<file path="src/omds_ram.sv">
module omds_ram #(
  parameter int Width = 8,
  parameter int Depth = 16
) (
  input  logic                     clk,
  input  logic                     we,
  input  logic [$clog2(Depth)-1:0] waddr,
  input  logic [Width-1:0]         wdata,
  input  logic [$clog2(Depth)-1:0] raddr,
  output logic [Width-1:0]         rdata
);
  logic [Width-1:0] mem [Depth];

  always_ff @(posedge clk) begin
    if (we) begin
      mem[waddr] <= wdata;
    end
    rdata <= mem[raddr];
  end
endmodule

</file>
<file path="config.mk">
export PLATFORM = sky130hd
export DESIGN_NAME = omds_ram
export DESIGN_NICKNAME = d
export VERILOG_FILES = /design/src/omds_ram.sv
export SDC_FILE = /design/constraint.sdc
export NUM_CORES = 1
export LEC_CHECK = 0
export BUFFER_PORTS_ARGS = -buffer_cell sky130_fd_sc_hd__buf_2
export CAP_MARGIN = 0
export CORE_AREA = 10 10 155 157
export DETAILED_ROUTE_END_ITERATION = 12
export DIE_AREA = 0 0 165 167
export PLACE_DENSITY = 0.39
export SLEW_MARGIN = 10
export SYNTH_ARGS = -nofsm -noshare
export SYNTH_HDL_FRONTEND = slang
export SYNTH_SLANG_ARGS = --single-unit
</file>
<file path="constraint.sdc">
create_clock -name clk -period 3.1 [get_ports clk]
set_clock_uncertainty 0.1 [all_clocks]
set_input_delay 0.155 -clock clk [delete_from_list [all_inputs] [get_ports clk]]
set_output_delay 0.155 -clock clk [all_outputs]
set_load 0.005 [all_outputs]
</file>
Yosys cells after proc, flatten, opt, wreduce, memory -nomap -nowiden --
Memories as Yosys holds them, arrays and structs flattened. A register that Yosys moved wholly into a read port is not among the register bits. Index checks and enable logic that the tools add are counted.
Operators by class: $add $sub $neg 0, $mul 0, divide/modulo/power cells 0, magnitude comparators 0, eq/ne operators 0, shift-type cells 0, multiplexer cells 2, bitwise logic cells 0, reduce and logical (&&, ||, !) cells 0
Operators by type and width (number):
- two-way mux 1 bit | 2
Storage, ports and cells: flip-flop bits (word level) 0, latch bits 0, bits in writable memories 128, bits in read-only memories 0, bits of input ports 18, output and inout port bits 8, word-level logic and storage cells 3, memories kept 1
Memories:
- mem | depth 16, width 8, rd ports 1, clocked after memory_dff 1, write ports 1, RTL line 12 | logic [Width-1:0] mem [Depth];

Depth between registers and ports, before layout --
Gate-level depths: netlist of the first run.
word-level depth 2, gate-level depth with buffers 5, gate-level depth less buffers 3

Least setup slack after synthesis of the first run --
Ideal clock, no wire load.
path kind input to register, start in waddr[2], end mem mem[0][0] (enable), library setup time 0.383 ns, arrival time 1.265 ns, required time 2.617 ns, path slack 1.352 ns, stages on the path 2, buffers on the path 0, path through or3b_2 nor3_1
RTL lines:
- start: declaration | RTL line 7 | input logic [$clog2(Depth)-1:0] waddr,
- end: declaration | RTL line 12
No word-level cell before the write port.

==> flow_summary.yaml, run 1 <==
status:
  outcome: "completed"
clock_tree:
  cts_root_buffer: "clkbuf_16"
  clk_latency_ns: 0.42
  htree_levels: 4
  cts.repair.resized: 0
  cts_max_path_buffers: 2
  postCtsHoldBufs: 0
  clkSlewWorstSetupHoldPaths_ns: 0.05
  cts_tree: "done"
  clock_sinks: 136
  cts_setup_buffers: 0
  numCtsBuffers: 17
critical_path:
  worstSetupStartpointType: "input pin"
  regToRegStartpoint: "mem[9][2]"
  reg2reg_depth: 3
  timing.rr.end: "rdata[2]"
  crit_required_ns: 3.30
  r2r_slack_ns: 1.63
  cp.arrival_ns: 1.78
  path_max_fanout: 21
  endpoint_kind: "register"
  crit_type: "input pin to register"
power_and_ir_drop:
  p_leak_nw: 2.07
  peakVddDrop_mv: 0.310
  power_density_mw_per_mm2: 704
die:
  ios: 26
  core_mm2: 0.0208
  die_area_mm2: 0.0276
  rows: 53
  die_h_um: 167
  die_x_um: 165
  start_util: 0.247
min_path:
  hold_path_depth: 1
  hold_class: "input pin to register"
  min_to: "mem[4][3]"
  min_from: "wdata[3]"
routing:
  post_drt_wl_per_cell_um: 20.7
  vias: 2409
  wirelength_mm: 11.7
  drt-initial-drc-count: 128
  drt.antenna.violating_nets: 0
  avgViaCountPerCell: 4.26
  firstDrtPassIters: 5
  remaining_drc_errors: 0
place:
  place_area_mm2: 0.00565
  hpwlAfterDp_mm: 7.76
  gp_congestion: 0.742
  portBuffers: 25
timing:
  period_needed_ns: 1.58
  finalSetupTns_ns: 0
  whs_ns: 0.0307
  fin_crit_sh: 0.511
  slew_viol_final: 0
  tightest_slew_ns: 0.933
  final-setup-viol-count: 0
  hold_viol: 0
  fmax_mhz: 632
  slew_headroom: 0.376
  rsz0062_at_grt: "false"
grt:
  grt_usage: 0.0900
  grt_pass1_wl_mm: 17.6
  grt.overflow.total: 0
  grt_antenna_before_repair: 0
  grt_max_degree: 23
  grt_pass1_vias: 2607
cells_and_area:
  diodes: 0
  regArea_mm2: 0.00400
  drive_above_1_share: 0.300
  fillers: 2053
  multi_input_area_mm2: 0.00106
  final_area_mm2: 0.00628
  finalNetCount: 295
  syn2layout_area_growth_pct: 22.1
logic_synthesis:
  syn_area_mm2: 0.00515
  yosys_warnings: 0
  synth_compound_area_frac: 0.0233
  postSynthAreaPerCell_um2: 22.5
  synth_fa_ha_area_frac: 0
  synth_top_area_frac: 0.747
  synth-simple-area-share: 0.0318
  synth_top_area_cell: "edfxtp_1"
  netlist_top_cells_area: "edfxtp_1 (75%), mux4_2 (7.9%), mux4_1 (7.1%)"
  ys_types: 19
  synth_nets: 247
  netlist_instances: 229
  synth_top_family_by_area: "multiplexers"
  synth-xor-area-share: 0
  synth-edff-count: 128
  ys_seq_elements: 136
  synth_ff_type: "edfxtp_1"
  synthMuxAreaShare: 0.150
  ys_seq_area_frac: 0.778
  ys_async_sr_fraction: 0
run:
  cap_violations: 0
[flip-flops by register name (all words and copies together) (netlist names)]
signal  flops
mem       128
rdata       8
[stage by stage]
stage	cells	utilization	setup slack, ns	total power, mW
3_3_place_gp	533	0.271	0.953	2.31
6_report	565	0.302	1.52	4.42
3_5_place_dp	533	0.271	0.996	2.31
4_1_cts	565	0.302	1.44	4.47
5_1_grt	565	0.302	1.40	4.59
2_1_floorplan	229	-	1.35	2.21
[layer usage]
| layer | routed length (µm) | vias up | GRT usage | part of all wire |
|---|---|---|---|---|
| li1 | - | 1065 | - | - |
| met1 | 5750 | 1293 | 0.122 | 0.49 |
| met2 | 5350 | 36 | 0.129 | 0.46 |
| met3 | 403 | 15 | 0.0296 | 0.035 |
| met4 | 174 | 0 | 0.0374 | 0.015 |
| met5 | 0 | - | 0 | 0 |
[how the worst max path moves through the flow]
stage,from,end,slack [ns],cells past startpoint
detailed placement,raddr[0],rdata[5],1.0,5
global route,raddr[0],rdata[7],1.40,5
global placement,raddr[0],rdata[5],0.95,5
CTS,raddr[0],rdata[5],1.44,5
finish,raddr[0],rdata[5],1.52,5
floorplan,waddr[2],mem[0][0],1.35,2
[cell type report]
type                            instances  share of cell area
Sequential cell                       136               0.637
Multi-Input combinational cell         83               0.168
Clock buffer                           19              0.0689
Tap cell                              275              0.0548
Timing Repair Buffer                   39              0.0386
Clock inverter                         13              0.0323
[cell families after synthesis]
group                  Yosys count
flip-flops                     136
AND/OR/NAND/NOR                 35
multiplexers                    32
AO/OA/AOI/OAI                   16
buffers and inverters           10
[critical path, cell delays in order]
cell and delay (ns):
buf_2 0.38, buf_12 0.27, mux4_1 0.60, a22oi_1 0.29, nand2_1 0.08
[Yosys cell counts (2+ instances only)]
| master | count |
|---|---|
| buf_2 | 3 |
| dfxtp_1 | 8 |
| mux4_2 | 18 |
| nor3_1 | 4 |
| mux4_1 | 14 |
| buf_6 | 3 |
| clkdlybuf4s25_2 | 3 |
| nor2_1 | 13 |
| edfxtp_1 | 128 |
| a22oi_1 | 16 |
| nand3b_1 | 2 |
| nand2b_1 | 2 |
| nand2_1 | 9 |
[cell usage in the layout, fill, tap and decap left out, drive strengths merged]
cell type,n
or3b,1
clkbuf,19
edfxtp,128
nor3,4
buf,39
nand3,1
clkinvlp,4
nand3b,2
and2,1
clkinv,4
nor2,13
bufinv,5
and2b,1
mux4,32
nand2b,2
dfxtp,8
nand2,9
nor2b,1
a22oi,16
[where the power goes]
part	internal (mW)	switching (mW)	leakage [nW]	total, mW
clock	1.42	0.740	0.297	2.16
sequential	2.06	0.0129	1.22	2.07
combinational	0.0791	0.114	0.549	0.193
total	3.56	0.866	2.07	4.42
(Power assumes the default switching activity.)
==> run 2, diff against run 1 <==
- ABC_AREA: not set -> 1
- CORE_AREA: 10 10 155 157 -> 10 10 163 165
- DIE_AREA: 0 0 165 167 -> 0 0 173 175
- clock period: 3.1 -> 1.65 ns (I/O delays scaled with it)
==> run 2 against run 1 <==
Against the previous run: total power up 87%; hold slack worse by 0.020 ns; sequential power up 88%; critical endpoint is now rdata[6]; highest routed layer unchanged.
==> flow_summary.yaml, run 2 <==
clock_tree:
  numCtsBuffers: 17
  clock_sinks: 136
  cts_root_buffer: "clkbuf_16"
  cts_tree: "done"
  clk_latency_ns: 0.41
  clkSlewWorstSetupHoldPaths_ns: 0.06
  cts_max_path_buffers: 2
  htree_levels: 4
  cts_setup_buffers: 0
cells_and_area:
  mostFrequentLayoutCells: "nand2_1 (173), edfxtp_1 (128), inv_1 (100)"
  reg.largest.list: "mem: 128 flops, rdata: 8 flops"
  diodes: 0
  largest_register_ffs: 128
  final_area_mm2: 0.00699
  regMostFlops: "mem"
  stdcell_count: 930
  drive_above_1_share: 0.134
  finalNetCount: 616
  syn2layout_area_growth_pct: 21.2
  utilization: 0.300
  layout_commonest_cell: "nand2_1"
critical_path:
  crit_required_ns: 1.90
  cp_num_cells: 5
  worst-path-buf-inv: 3
  timing.rr.end: "rdata[6]"
  regToRegStartpoint: "mem[1][6]"
  reg2reg_depth: 6
  worstSetupStartpointType: "input pin"
  endpoint_kind: "register"
  cpLargestDelayFamily: "buffers and inverters"
  path_cells: "dlygate4sd3_1 > buf_2 > inv_1 > nand3_1 > nand2_1"
  r2r_slack_ns: 0.46
  slowest_stage: "dlygate4sd3_1"
  cpPeakStageDelay_ns: 0.53
  crit_type: "input pin to register"
  path_max_fanout: 9
  cp.arrival_ns: 1.45
logic_synthesis:
  synth_nets: 569
  ys_async_sr_fraction: 0
  synth_ff_type: "edfxtp_1"
  syn_area_mm2: 0.00577
  yosys_warnings: 0
  synth-edff-count: 128
  ys_seq_area_frac: 0.694
  netlist_top_cells_count: "nand2_1 (173), edfxtp_1 (128), inv_1 (100)"
  netlist_top_cells_area: "edfxtp_1 (67%), nand2_1 (11%), nand3_1 (8.4%)"
  ys_seq_elements: 136
  ys_types: 12
  synth_top_area_frac: 0.667
  yosysMostFrequentCell: "nand2_1"
  postSynthAreaPerCell_um2: 10.5
  synth_top_area_cell: "edfxtp_1"
  netlist_instances: 551
routing:
  avgViaCountPerCell: 4.05
  wirelength_mm: 15.0
  vias: 3770
  post_drt_wl_per_cell_um: 16.2
  drt-initial-drc-count: 226
  drt.antenna.violating_nets: 0
  firstDrtPassIters: 4
  remaining_drc_errors: 0
place:
  gp_congestion: 0.741
  portBuffers: 25
  place_area_mm2: 0.00635
  hpwlAfterDp_mm: 9.44
  pre_cts_ws_ns: 0.239
  placed_cells: 895
power_and_ir_drop:
  power_density_mw_per_mm2: 1180
  peakVddDrop_mv: 0.599
  p_leak_nw: 2.95
  finalPower_mw: 8.26
timing:
  hold_viol: 0
  slew_headroom: 0.717
  final-setup-viol-count: 0
  fmax_mhz: 833
  rsz0062_at_grt: "false"
  fin_crit_sh: 0.727
  period_needed_ns: 1.20
  fin_ws_ns: 0.450
  tightest_slew_ns: 0.425
  whs_ns: 0.0110
  finalSetupTns_ns: 0
  slew_viol_final: 0
grt:
  grt_max_degree: 65
  grt_antenna_before_repair: 0
  grt_pass1_vias: 3895
  grt.overflow.total: 0
  grt_pass1_wl_mm: 23.1
  grt_usage: 0.101
die:
  die_area_mm2: 0.0303
  ios: 26
  die_h_um: 175
  die_x_um: 173
  core_mm2: 0.0233
  rows: 56
  start_util: 0.248
min_path:
  hold_class: "input pin to register"
  min_from: "wdata[7]"
  hold_path_depth: 1
  min_to: "mem[0][7]"
run:
  cap_violations: 0
status:
  outcome: "completed"
-- run 2: changes by cell type after synthesis, moves of 3 or more --
cell / previous run / this run
buf_2: 3 / 13
buf_4: 1 / 4
a22oi_1: 16 / 0
nor3_1: 4 / 0
nand3_1: 1 / 97
clkdlybuf4s25_2: 3 / 0
nand2_1: 9 / 173
mux4_2: 18 / 0
inv_1: 0 / 100
mux4_1: 14 / 0
nor2_1: 13 / 17
buf_6: 3 / 6
-- run 2: routing by layer --
metal	vias to the layer above	GRT usage	part of all wire
met5	-	0	0
met4	0	0.0302	0.0090
met3	7	0.0265	0.042
met2	66	0.164	0.48
met1	1835	0.129	0.47
li1	1862	-	-
-- run 2: final cells by class --
cell class	instances	area, µm²
Clock inverter	14	175
Multi-Input combinational cell	289	1210
Tap cell	319	399
Timing Repair Buffer	52	385
Inverter	102	383
Clock buffer	18	429
Sequential cell	136	4000
Fill cell	2458	16300
-- run 2: worst max-delay path by stage --
stage / start / to / slack, ns
floorplan: waddr[2] / mem[10][0] / 0.52
global placement: raddr[0] / rdata[5] / 0.25
detailed placement: raddr[0] / rdata[5] / 0.24
CTS: mem[1][6] / rdata[6] / 0.45
global route: mem[1][6] / rdata[6] / 0.40
finish: raddr[3] / rdata[6] / 0.45
-- run 2: timing repair --
action	in CTS	in global routing
resized for setup	0	0
endpoints found under the hold margin	27	0
hold buffers	3	0
-- run 2: logic make-up after synthesis --
group	after synthesis	share of synthesized area
flip-flops	136	0.694
AND/OR/NAND/NOR	289	0.210
buffers and inverters	126	0.0952
-- run 2: power by group --
part           switching, mW  total (mW)  internal (mW)  leakage, nW
Sequential            0.0237        3.89           3.86         1.22
Clock                   1.49        3.87           2.39        0.275
Combinational          0.348       0.504          0.156         1.45
Total                   1.86        8.26           6.40         2.95
